File: src/design/bmorph_pkg.sv
// Shared types and constants for the 3x3 binary morphology block.
package bmorph_pkg;

  localparam int PIXEL_W      = 8;
  localparam int CFG_INDEX_W  = 2;
  localparam int CFG_DATA_W   = 16;
  localparam int WIDTH_REG_W  = 11;
  localparam int HEIGHT_W     = 16;
  // Row counter runs one past the image height while the last row drains.
  localparam int ROW_W        = HEIGHT_W + 1;

  localparam int WIDTH_RESET  = 640;
  localparam int HEIGHT_RESET = 480;

  localparam logic [PIXEL_W-1:0] PIXEL_SET   = 8'd255;
  localparam logic [PIXEL_W-1:0] PIXEL_CLEAR = 8'd0;

  localparam logic REQ_PIXEL = 1'b0;
  localparam logic REQ_DRAIN = 1'b1;

  localparam logic OP_ERODE  = 1'b0;
  localparam logic OP_DILATE = 1'b1;

  typedef enum logic [CFG_INDEX_W-1:0] {
    CFG_IMAGE_WIDTH     = 2'd0,
    CFG_IMAGE_HEIGHT    = 2'd1,
    CFG_OP_MODE         = 2'd2,
    CFG_EIGHT_CONNECTED = 2'd3
  } cfg_reg_t;

  // Per-item control passed from the scan counters to the window stage.
  typedef struct packed {
    logic bit_set;
    logic has_result;
    logic edge_top;
    logic edge_bottom;
    logic edge_left;
    logic edge_right;
    logic last;
  } tag_t;

endpackage

File: src/design/bmorph_scan.sv
// Raster scan counters: classify each accepted item and locate its result.
module bmorph_scan #(
  parameter int CW = 10
) (
  input  logic                            clk,
  input  logic                            rst,
  input  logic                            accept,
  input  logic                            restart,
  input  logic                            req_type,
  input  logic [bmorph_pkg::PIXEL_W-1:0]  pixel_in,
  input  logic [CW-1:0]                   w_last,
  input  logic [bmorph_pkg::HEIGHT_W-1:0] h_eff,
  output logic                            load,
  output logic [CW-1:0]                   rd_addr,
  output bmorph_pkg::tag_t                tag
);

  logic [CW-1:0]                in_column;
  logic [CW-1:0]                in_column_next;
  logic [bmorph_pkg::ROW_W-1:0] in_row;
  logic [bmorph_pkg::ROW_W-1:0] in_row_next;
  logic [bmorph_pkg::ROW_W-1:0] h_ext;
  logic [bmorph_pkg::ROW_W-1:0] h_plus1;
  logic                         draining;
  logic                         col_zero;
  logic                         from_row_end;
  logic                         from_mid_row;

  assign h_ext    = {1'b0, h_eff};
  assign h_plus1  = h_ext + 17'd1;
  assign draining = in_row >= h_ext;
  assign col_zero = in_column == '0;

  // A drain before the frame has fully arrived is dropped on the floor.
  assign load    = accept && !((req_type == bmorph_pkg::REQ_DRAIN) && !draining);
  assign rd_addr = in_column;

  // Column zero finishes the right-hand pixel of the row two above;
  // any other column finishes the pixel one row up and one column left.
  assign from_row_end = col_zero && (in_row >= 17'd2);
  assign from_mid_row = !col_zero && (in_row != '0);

  always_comb begin
    tag.bit_set     = !draining && (pixel_in == bmorph_pkg::PIXEL_SET);
    tag.has_result  = from_row_end || from_mid_row;
    tag.edge_top    = from_row_end ? (in_row == 17'd2) : (in_row == 17'd1);
    tag.edge_bottom = from_row_end ? (in_row == h_plus1) : draining;
    tag.edge_left   = from_row_end ? (w_last == '0) : (in_column == CW'(1));
    tag.edge_right  = from_row_end;
    tag.last        = from_row_end && (in_row == h_plus1);
  end

  always_comb begin
    in_column_next = in_column;
    in_row_next    = in_row;
    if (restart) begin
      in_column_next = '0;
      in_row_next    = '0;
    end else if (load) begin
      if (tag.last) begin
        in_column_next = '0;
        in_row_next    = '0;
      end else if (in_column == w_last) begin
        in_column_next = '0;
        in_row_next    = in_row + 17'd1;
      end else begin
        in_column_next = in_column + CW'(1);
      end
    end
  end

  always_ff @(posedge clk) begin
    if (rst) begin
      in_column <= '0;
      in_row    <= '0;
    end else begin
      in_column <= in_column_next;
      in_row    <= in_row_next;
    end
  end

  a_column_in_row: assert property (@(posedge clk) disable iff (rst)
    in_column <= w_last)
    else $error("column counter beyond row end");

  a_frame_restart: assert property (@(posedge clk) disable iff (rst)
    load && tag.last |=> in_column == '0 && in_row == '0)
    else $error("counters not cleared after frame end");

endmodule

File: src/design/bmorph_line_buf.sv
// Two one-bit line buffers packed in one memory, with read-during-write bypass.
module bmorph_line_buf #(
  parameter int MAX_WIDTH = 1024,
  parameter int CW        = 10
) (
  input  logic          clk,
  input  logic          rd_en,
  input  logic [CW-1:0] rd_addr,
  input  logic          wr_en,
  input  logic          wr_bit,
  output logic          rd_two,
  output logic          rd_above
);

  // bit 1: row two above, bit 0: row above
  logic [1:0]    mem [MAX_WIDTH];
  logic [1:0]    rdata;
  logic [1:0]    wdata;
  logic [CW-1:0] addr_q;

  // The row above moves down to two above, the new pixel becomes the row above.
  assign wdata    = {rdata[0], wr_bit};
  assign rd_two   = rdata[1];
  assign rd_above = rdata[0];

  always_ff @(posedge clk) begin
    if (wr_en) begin
      mem[addr_q] <= wdata;
    end
  end

  always_ff @(posedge clk) begin
    if (rd_en) begin
      addr_q <= rd_addr;
      if (wr_en && (addr_q == rd_addr)) begin
        rdata <= wdata;
      end else begin
        rdata <= mem[rd_addr];
      end
    end
  end

endmodule

File: src/design/bmorph_window.sv
// 3x3 window stage: shifts in one column per item, evaluates, registers the result.
module bmorph_window (
  input  logic                           clk,
  input  logic                           rst,
  input  logic                           load,
  input  bmorph_pkg::tag_t               tag,
  input  logic                           restart,
  input  logic                           rd_two,
  input  logic                           rd_above,
  input  logic                           op_mode,
  input  logic                           eight_connected,
  input  logic                           res_stall,
  output logic                           busy,
  output logic                           wr_en,
  output logic                           wr_bit,
  output logic                           res_valid,
  output logic [bmorph_pkg::PIXEL_W-1:0] pixel_out,
  output logic                           frame_last
);

  logic             s1_valid;
  bmorph_pkg::tag_t s1_tag;
  logic             s1_fire;
  logic             out_free;
  // win[col][row]: col 0 oldest .. 2 newest, row 0 top .. 2 bottom
  logic [2:0][2:0]  win;
  logic [2:0][2:0]  nb;
  logic [2:0]       new_col;
  logic [8:0]       nb_flat;
  logic [8:0]       use_bit;
  logic             result;

  assign out_free = !res_valid || !res_stall;
  assign s1_fire  = s1_valid && out_free;
  assign busy     = s1_valid && !s1_fire;
  assign wr_en    = s1_fire;
  assign wr_bit   = s1_tag.bit_set;

  assign new_col = {s1_tag.bit_set, rd_above, rd_two};
  assign nb      = {new_col, win[2], win[1]};

  always_comb begin
    for (int c = 0; c < 3; c++) begin
      for (int r = 0; r < 3; r++) begin
        nb_flat[3*c+r] = nb[c][r];
        use_bit[3*c+r] = (eight_connected || r == 1 || c == 1)
                         && !(s1_tag.edge_top && r == 0)
                         && !(s1_tag.edge_bottom && r == 2)
                         && !(s1_tag.edge_left && c == 0)
                         && !(s1_tag.edge_right && c == 2);
      end
    end
    if (op_mode == bmorph_pkg::OP_ERODE) begin
      result = &(~use_bit | nb_flat);
    end else begin
      result = |(use_bit & nb_flat);
    end
  end

  always_ff @(posedge clk) begin
    if (rst) begin
      s1_valid <= 1'b0;
    end else if (load) begin
      s1_valid <= 1'b1;
    end else if (s1_fire) begin
      s1_valid <= 1'b0;
    end
  end

  always_ff @(posedge clk) begin
    if (load) begin
      s1_tag <= tag;
    end
  end

  always_ff @(posedge clk) begin
    if (rst || restart) begin
      win <= '0;
    end else if (s1_fire) begin
      win <= s1_tag.last ? '0 : nb;
    end
  end

  always_ff @(posedge clk) begin
    if (rst) begin
      res_valid <= 1'b0;
    end else if (out_free) begin
      res_valid <= s1_valid && s1_tag.has_result;
    end
  end

  always_ff @(posedge clk) begin
    if (s1_fire) begin
      pixel_out  <= result ? bmorph_pkg::PIXEL_SET : bmorph_pkg::PIXEL_CLEAR;
      frame_last <= s1_tag.last;
    end
  end

  a_no_overwrite: assert property (@(posedge clk) disable iff (rst)
    load |-> !s1_valid || s1_fire)
    else $error("window stage overwritten while holding an item");

  a_binary_out: assert property (@(posedge clk) disable iff (rst)
    res_valid |-> (pixel_out == bmorph_pkg::PIXEL_CLEAR || pixel_out == bmorph_pkg::PIXEL_SET))
    else $error("result pixel not binary");

  a_window_cleared: assert property (@(posedge clk) disable iff (rst)
    s1_fire && s1_tag.last |=> win == '0)
    else $error("window not cleared after frame end");

endmodule

File: src/design/binary_morphology_3x3.sv
// Binary 3x3 erosion/dilation top level: configuration registers and stage wiring.
//
// Takes one item per clock while res_stall is low, with no bubbles; a stalled
// result can raise pix_stall. Each item is classified by the scan counters in
// the cycle it is accepted (which also issues the line buffer read) and is
// registered in the window stage; once the result register is free the 3x3
// window shifts, the element is evaluated and the answer lands in the result
// register. In stream terms results trail the pixels by image_width+1 items,
// and image_width+1 drain items after the last pixel flush the final row. The
// line buffers are one MAX_WIDTH x 2-bit memory with one read and one write
// per cycle; they need no clearing after reset. cfg_ready is always high; a
// width or height write restarts the frame, mode writes act immediately.
module binary_morphology_3x3 #(
  parameter int MAX_WIDTH = 1024
) (
  input  logic                                 clk,
  input  logic                                 rst,
  input  logic                                 cfg_valid,
  output logic                                 cfg_ready,
  input  logic [bmorph_pkg::CFG_INDEX_W-1:0]   cfg_index,
  input  logic [bmorph_pkg::CFG_DATA_W-1:0]    cfg_data,
  input  logic                                 pix_valid,
  output logic                                 pix_stall,
  input  logic                                 req_type,
  input  logic [bmorph_pkg::PIXEL_W-1:0]       pixel_in,
  output logic                                 res_valid,
  input  logic                                 res_stall,
  output logic [bmorph_pkg::PIXEL_W-1:0]       pixel_out,
  output logic                                 frame_last
);

  localparam int CW = $clog2(MAX_WIDTH);
  localparam int RESET_W_LAST =
    (bmorph_pkg::WIDTH_RESET > MAX_WIDTH ? MAX_WIDTH : bmorph_pkg::WIDTH_RESET) - 1;

  logic                                 cfg_write;
  logic [bmorph_pkg::WIDTH_REG_W-1:0]   width_val;
  logic [bmorph_pkg::HEIGHT_W-1:0]      height_val;
  logic [CW-1:0]                        w_last;
  logic [CW-1:0]                        w_last_next;
  logic [bmorph_pkg::HEIGHT_W-1:0]      h_eff;
  logic [bmorph_pkg::HEIGHT_W-1:0]      h_eff_next;
  logic                                 op_mode;
  logic                                 eight_connected;
  logic                                 restart;
  logic                                 accept;
  logic                                 load;
  logic [CW-1:0]                        rd_addr;
  bmorph_pkg::tag_t                     tag;
  logic                                 rd_two;
  logic                                 rd_above;
  logic                                 wr_en;
  logic                                 wr_bit;

  assign cfg_ready  = 1'b1;
  assign cfg_write  = cfg_valid && cfg_ready;
  assign width_val  = cfg_data[bmorph_pkg::WIDTH_REG_W-1:0];
  assign height_val = cfg_data[bmorph_pkg::HEIGHT_W-1:0];
  assign restart    = cfg_write && ((cfg_index == bmorph_pkg::CFG_IMAGE_WIDTH)
                                 || (cfg_index == bmorph_pkg::CFG_IMAGE_HEIGHT));
  assign accept     = pix_valid && !pix_stall;

  // Width is kept as its last column index, clamped to the buffer size.
  always_comb begin
    if (width_val == '0) begin
      w_last_next = '0;
    end else if (32'(width_val) > 32'(MAX_WIDTH)) begin
      w_last_next = CW'(MAX_WIDTH - 1);
    end else begin
      w_last_next = CW'(width_val - 11'd1);
    end
    h_eff_next = (height_val == '0) ? 16'd1 : height_val;
  end

  always_ff @(posedge clk) begin
    if (rst) begin
      w_last          <= CW'(RESET_W_LAST);
      h_eff           <= 16'(bmorph_pkg::HEIGHT_RESET);
      op_mode         <= bmorph_pkg::OP_ERODE;
      eight_connected <= 1'b0;
    end else if (cfg_write) begin
      unique case (cfg_index)
        bmorph_pkg::CFG_IMAGE_WIDTH:     w_last          <= w_last_next;
        bmorph_pkg::CFG_IMAGE_HEIGHT:    h_eff           <= h_eff_next;
        bmorph_pkg::CFG_OP_MODE:         op_mode         <= cfg_data[0];
        bmorph_pkg::CFG_EIGHT_CONNECTED: eight_connected <= cfg_data[0];
        default: ;
      endcase
    end
  end

  bmorph_scan #(
    .CW (CW)
  ) u_scan (
    .clk      (clk),
    .rst      (rst),
    .accept   (accept),
    .restart  (restart),
    .req_type (req_type),
    .pixel_in (pixel_in),
    .w_last   (w_last),
    .h_eff    (h_eff),
    .load     (load),
    .rd_addr  (rd_addr),
    .tag      (tag)
  );

  bmorph_line_buf #(
    .MAX_WIDTH (MAX_WIDTH),
    .CW        (CW)
  ) u_line_buf (
    .clk      (clk),
    .rd_en    (load),
    .rd_addr  (rd_addr),
    .wr_en    (wr_en),
    .wr_bit   (wr_bit),
    .rd_two   (rd_two),
    .rd_above (rd_above)
  );

  bmorph_window u_window (
    .clk             (clk),
    .rst             (rst),
    .load            (load),
    .tag             (tag),
    .restart         (restart),
    .rd_two          (rd_two),
    .rd_above        (rd_above),
    .op_mode         (op_mode),
    .eight_connected (eight_connected),
    .res_stall       (res_stall),
    .busy            (pix_stall),
    .wr_en           (wr_en),
    .wr_bit          (wr_bit),
    .res_valid       (res_valid),
    .pixel_out       (pixel_out),
    .frame_last      (frame_last)
  );

endmodule

File: config.mk
export PLATFORM = sky130hd
export DESIGN_NAME = binary_morphology_3x3
export DESIGN_NICKNAME = d
export VERILOG_FILES = /design/src/design/bmorph_pkg.sv /design/src/design/bmorph_scan.sv /design/src/design/bmorph_line_buf.sv /design/src/design/bmorph_window.sv /design/src/design/binary_morphology_3x3.sv
export SDC_FILE = /design/constraint.sdc
export NUM_CORES = 2
export LEC_CHECK = 0
export BUFFER_PORTS_ARGS = -buffer_cell sky130_fd_sc_hd__buf_4
export CAP_MARGIN = 20
export CORE_MARGIN = 2
export CORE_UTILIZATION = 40
export DETAILED_ROUTE_END_ITERATION = 10
export SLEW_MARGIN = 10
export SYNTH_ARGS = -nofsm -noshare
export SYNTH_HDL_FRONTEND = slang
export SYNTH_SLANG_ARGS = --single-unit
File: constraint.sdc
create_clock -name clk -period 17.2 [get_ports clk]
set_clock_uncertainty 0.15 [all_clocks]
set_input_delay 0.86 -clock clk [delete_from_list [all_inputs] [get_ports clk]]
set_output_delay 0.86 -clock clk [all_outputs]
set_load 0.02 [all_outputs]
# == After elaboration in Yosys (flattened, before gate mapping) ==
# Memories as Yosys holds them, arrays and structs flattened. A register that Yosys moved wholly into a read port is not among the register bits.
# Cells that the tools add are included.
# classes
bitwise,3
n_lt_le_gt_ge,3
n_eq_ne,9
addsub,4
muxes,17
reduce_logical,48
# ops
op,count
$mux W10,4
$mux W17,2
$logic_not A10 Y1,2
$add A16 B1 Y17 const B,1
$add A17 B1 Y17 const B,1
$eq A17 B1 Y1 const B,1
$eq A17 B17 Y1,1
$eq A17 B2 Y1 const B,1
$ge A17 B16 Y1,1
$ge A17 B2 Y1 const B,1
$logic_and A1 B1 Y1,17
$reduce_bool A17 Y1,1
$logic_not A16 Y1,1
$mux W16,1
$gt A11 B11 Y1 const B,1
$logic_not A1 Y1,11
$logic_not A11 Y1,1
$add A10 B1 Y10 const B,1
$eq A10 B1 Y1 const B,1
$eq A10 B10 Y1,1
$reduce_and A2 Y1,5
$sub A10 B1 Y10 const B,1
$and A9 B9 Y9,1
$mux W9,1
13 further kinds,25
# totals
n_memories,1
ff_bits,89
mem_bits_rw,2048
out_inout_bits,12
# mem_list
name,words,word_bits,rd,rd_ports_with_merged_regs,write_ports,line_no,rtl
u_line_buf.mem,1024,2,1,1,1,bmorph_line_buf.sv:16,logic [1:0] mem [MAX_WIDTH];

# == Logic depth before layout (Yosys ltp) ==
# depth
ltp_word,9
depth_mapped,18
ltp_nobuf,12

# == Hierarchy ==
# Synthesis repeated with hierarchy kept, for this count alone.
# hier_totals
hier_cells,5422
area_unflattened_um2,89319.4
# modules_own_cells
module,area_per_inst_um2,cells_per_inst,instances
bmorph_line_buf,84431.0,4826,1
bmorph_scan,2812.7,365,1
binary_morphology_3x3,1318.8,158,1
bmorph_window,757.0,73,1

# == Least setup slack after synthesis ==
# No wires, ideal clock.
# synth_path
path_type,register to register
startpoint,reg u_window.s1_tag (netlist bit u_window.wr_bit)
endpoint,"mem u_line_buf.mem[0][0], data pin"
n_path_buf,0
required_time_ns,14.367
period_less_slack_ns,14.910
t_arrival_ns,12.077
path_slack_ns,2.290
path_stages_with_launch,1
path_cell_list,edfxtp_1
# synth_lines
element,line_no,rtl
start: declaration,bmorph_window.sv:22,bmorph_pkg::tag_t s1_tag;
start signal: assignment,bmorph_window.sv:72,s1_tag <= tag;
end: declaration,bmorph_line_buf.sv:16,
# No word-level cell before the write port.

==> results by group <==
Yosys
  • Cells after Synth: ~5400
  • Post-synthesis compound-gate area fraction: 0.0329
  • Syn_nets: 5423
  • Leading post-synthesis cells by cell area: edfxtp_1 (70%), mux4_2 (12%), nor2_1 (4.7%)
  • Yosys top cell area share: 0.704
  • Async set-reset flop share out of synthesis: 0
  • Mapped Area: approximately 88000 µm²
  • XOR/XNOR Fraction of Synth Area: 0.00556
  • Synth top cells by count: edfxtp_1 (2069), nor2_1 (1106), mux4_2 (479), nand2_1 (250), clkbuf_1 (227)
  • Synth Area in Adders: 0.00354
  • Multiplexer share of the synthesized area: 0.143
  • Yosys reg bits: about 2100
  • Yosys warns: 0
  • Simple-Gate Fraction of Synth Area: 0.0748
  • Netlist cell types: 77
  • Register area share after synthesis: 0.718
  • Cell taking the most area after synthesis: edfxtp_1
  • Largest family of logic cells by synthesized area: multiplexers
  • Avg Synthesized Cell Area: about 16 µm²
  • Most common cell in the netlist: edfxtp_1
  • Number of flops mapped to enable cells by yosys: 2069
  • Primary FF master, synth: edfxtp_1

Route
  • # DRC: 0
  • WL per Instance: 29.3 µm
  • Post-Route WL: 246000 µm
  • Router iterations before antenna repair: 8
  • Vias: between 50000 and 60000
  • DRT iter0 DRCs: about 6600
  • Antenna-violating nets left: 0
  • Via density: roughly 6.0

Timing
  • RSZ-0062 raised after global routing: no
  • Final Hold Viols: 0
  • Max Fclk: around 170 MHz
  • Slew Limit Fails: 0
  • Max_slew headroom: 0.195
  • Tmin final: a little under 6 ns
  • Fin crit share: 0.339
  • Slew @ Worst Pin: between 1 and 1.5 ns
  • Setup violation total in the final timing report: 0
  • Setup TNS: 0 ns

GRT
  • Antenna violations before repair: 8
  • Largest net degree at the start of global routing: around 270
  • First-pass GRT wire length: between 300000 and 400000 µm
  • Gr usage total: 0.216
  • Via count of the first global-routing pass: 49900
  • Grt total ovfl: 0

Min path
  • Hold Path Class: primary input to register
  • Hold depth: 2

Place
  • DPL Wire Length: between 100000 and 150000 µm
  • Port Buffers: between 40 and 50
  • GP Congestion: roughly 0.83
  • Post-DP Area: roughly 90000 µm²

Power
  • Switching power total: between 2 and 2.5 mW
  • Clock power share: 0.436
  • Switching Share: 0.208
  • Pleak: 29.4 nW
  • Peak supply drop: ~0.00012 V
  • Seq pwr share: 0.537
  • Internal power: between 8 and 9 mW
  • Logic pwr share: 0.027
  • Pwr per Cell Area: around 110 nW/µm²

CTS
  • Post-CTS Setup Inserts: 0
  • CTS root buf: clkbuf_16
  • Sink Count: between 2000 and 2500
  • Clock latency at the later pin of the worst-skew pair: about 0.87 ns
  • Num CTS Buffers: between 200 and 250
  • H-Tree Depth: 4
  • Longest Clk Path Bufs: 3
  • Worst-path clk slew: ~0.060 ns
  • CTS tree: yes
  • Post-CTS sizing: 0
  • CTS Hold Bufs: 0

Die
  • Starting density of the core: 0.402
  • Row count: 172
  • Die ar.: 224000 µm²
  • Core area: 220000 µm²
  • Top Ports: 44
  • Die Y: between 400 and 500 µm
  • Die width: about 470 µm

Setup path
  • Critical path launch point type: register
  • R2R depth: 10
  • Crit path kind: register to register
  • Most used cell, CP: buf_4
  • Req. time, crit path: roughly 18 ns
  • Max FO, Critical Path: 46
  • Buffers and inverters on the worst path: 3
  • R2R Setup Slk: ~11 ns
  • Kind of cell adding the most delay to the critical path: buffers and inverters
  • Crit. End Element: register
  • Crit-path cells: buf_4, buf_4, buf_4, mux4_2, mux4_2, a2111oi_0, nand2_1, a31oi_1, a21boi_0, a221o_1
  • CP arrival: 6.28 ns
  • Number of cells on the critical path: 10
  • Slowest CP cell: dfxtp_4
  • Largest stage delay, worst path: 0.79 ns

Layout
  • Finished Cell Area: roughly 99000 µm²
  • Final Net Count: 5391
  • Area delta synth->final: 11.8%
  • Layout cell share with drive strength beyond 1: 0.188

Run status
  • Outcome: finished clean

Job
  • Max-Cap Viols: 0
[placed cells by master (no fill, tap or decap), types with 13 or more instances in the layout]
cell,n
dfxtp_1,56
nand2_1,227
clkbuf_16,214
clkinv_1,46
o21ai_0,38
a22o_1,15
o22ai_1,35
nand3_1,51
clkinv_2,43
bufinv_16,21
mux4_2,479
nor2_1,1101
a21oi_1,88
edfxtp_1,2069
inv_1,42
nor3_1,34
nand4_1,21
a211oi_1,14
nor2b_1,14
a31oi_1,26
a22oi_1,86
a221o_1,13
xnor2_1,27
and3_1,23
xor2_1,29
ha_1,25
mux2i_1,178
buf_4,160
clkbuf_1,38
a32oi_1,16
nand2_2,21
nor4_1,20
[sequential cells by signal, indices dropped and copies added (netlist names), 2 cells and up]
name,flops
u_line_buf.mem,2048
u_scan.in_row,17
h_eff,16
u_line_buf.addr_q,10
u_scan.rd_addr,10
w_last,10
u_window.nb,6
u_window.s1_tag,6
u_line_buf.rdata,2
[power by group through the flow]
stage / Clock, mW / Sequential, mW / Combinational, mW
3_5_place_dp: 0 / 5.79 / 0.287
4_1_cts: 4.66 / 5.68 / 0.288
2_1_floorplan: 0 / 5.86 / 0.171
6_report: 4.61 / 5.68 / 0.287
3_3_place_gp: 0 / 5.79 / 0.285
5_1_grt: 4.86 / 5.68 / 0.308
[cell type report]
type	count	area, µm²
Tap cell	2871	3590
Inverter	45	179
Fill cell	18900	121000
Antenna cell	2	5.00
Clock buffer	252	5500
Clock inverter	136	1350
Timing Repair Buffer	177	1570
Sequential cell	2132	63400
Multi-Input combinational cell	2765	23100
[final timing paths]
path / to / startpoint
max: u_line_buf.rdata[1] / u_scan.rd_addr[1]
min: h_eff[5] / cfg_data[5]
max reg2reg: u_line_buf.rdata[1] / u_scan.rd_addr[1]
min reg2reg: u_window.nb[5] / u_window.nb[5]
[kinds of logic (layout without fill, tap and decap cells)]
family                   count (synthesis)  count (layout)
XOR/XNOR                                56              56
other                                    1               3
multiplexers                           662             662
AO/OA/AOI/OAI                          417             417
buffers and inverters                  469             610
adder cells (fa/ha/maj)                 25              25
AND/OR/NAND/NOR                       1604            1604
flip-flops                            2132            2132
[metal layers]
layer	track usage	up-vias	wire, µm
li1	-	20800	-
met5	0	-	44
met4	0.0621	8	6800
met3	0.0367	390	21300
met1	0.309	26400	102000
met2	0.342	2414	116000
[per-stage QoR]
| stage | hold WS (ns) | total power [mW] | instances | setup WS, ns | util |
|---|---|---|---|---|---|
| detailed placement | 0.312 | 6.08 | 7985 | 11.24 | 0.418 |
| finish | 0.106 | 10.6 | 8380 | 11.38 | 0.450 |
| global placement | 0.309 | 6.08 | 7983 | 11.23 | 0.418 |
| global route | 0.0831 | 10.8 | 8378 | 11.10 | 0.450 |
| floorplan | 0.253 | 6.03 | 5366 | 2.29 | - |
| CTS | 0.0482 | 10.6 | 8373 | 11.23 | 0.449 |
[worst register-to-register path: stages (launching register included)]
cell	delay (ns)
dfxtp_4	0.79
buf_4	0.77
buf_4	0.76
buf_4	0.58
mux4_2	0.40
mux4_2	0.50
a2111oi_0	0.41
nand2_1	0.16
a31oi_1	0.53
a21boi_0	0.20
a221o_1	0.35
No activity file was read; power rests on OpenSTA's default activity.
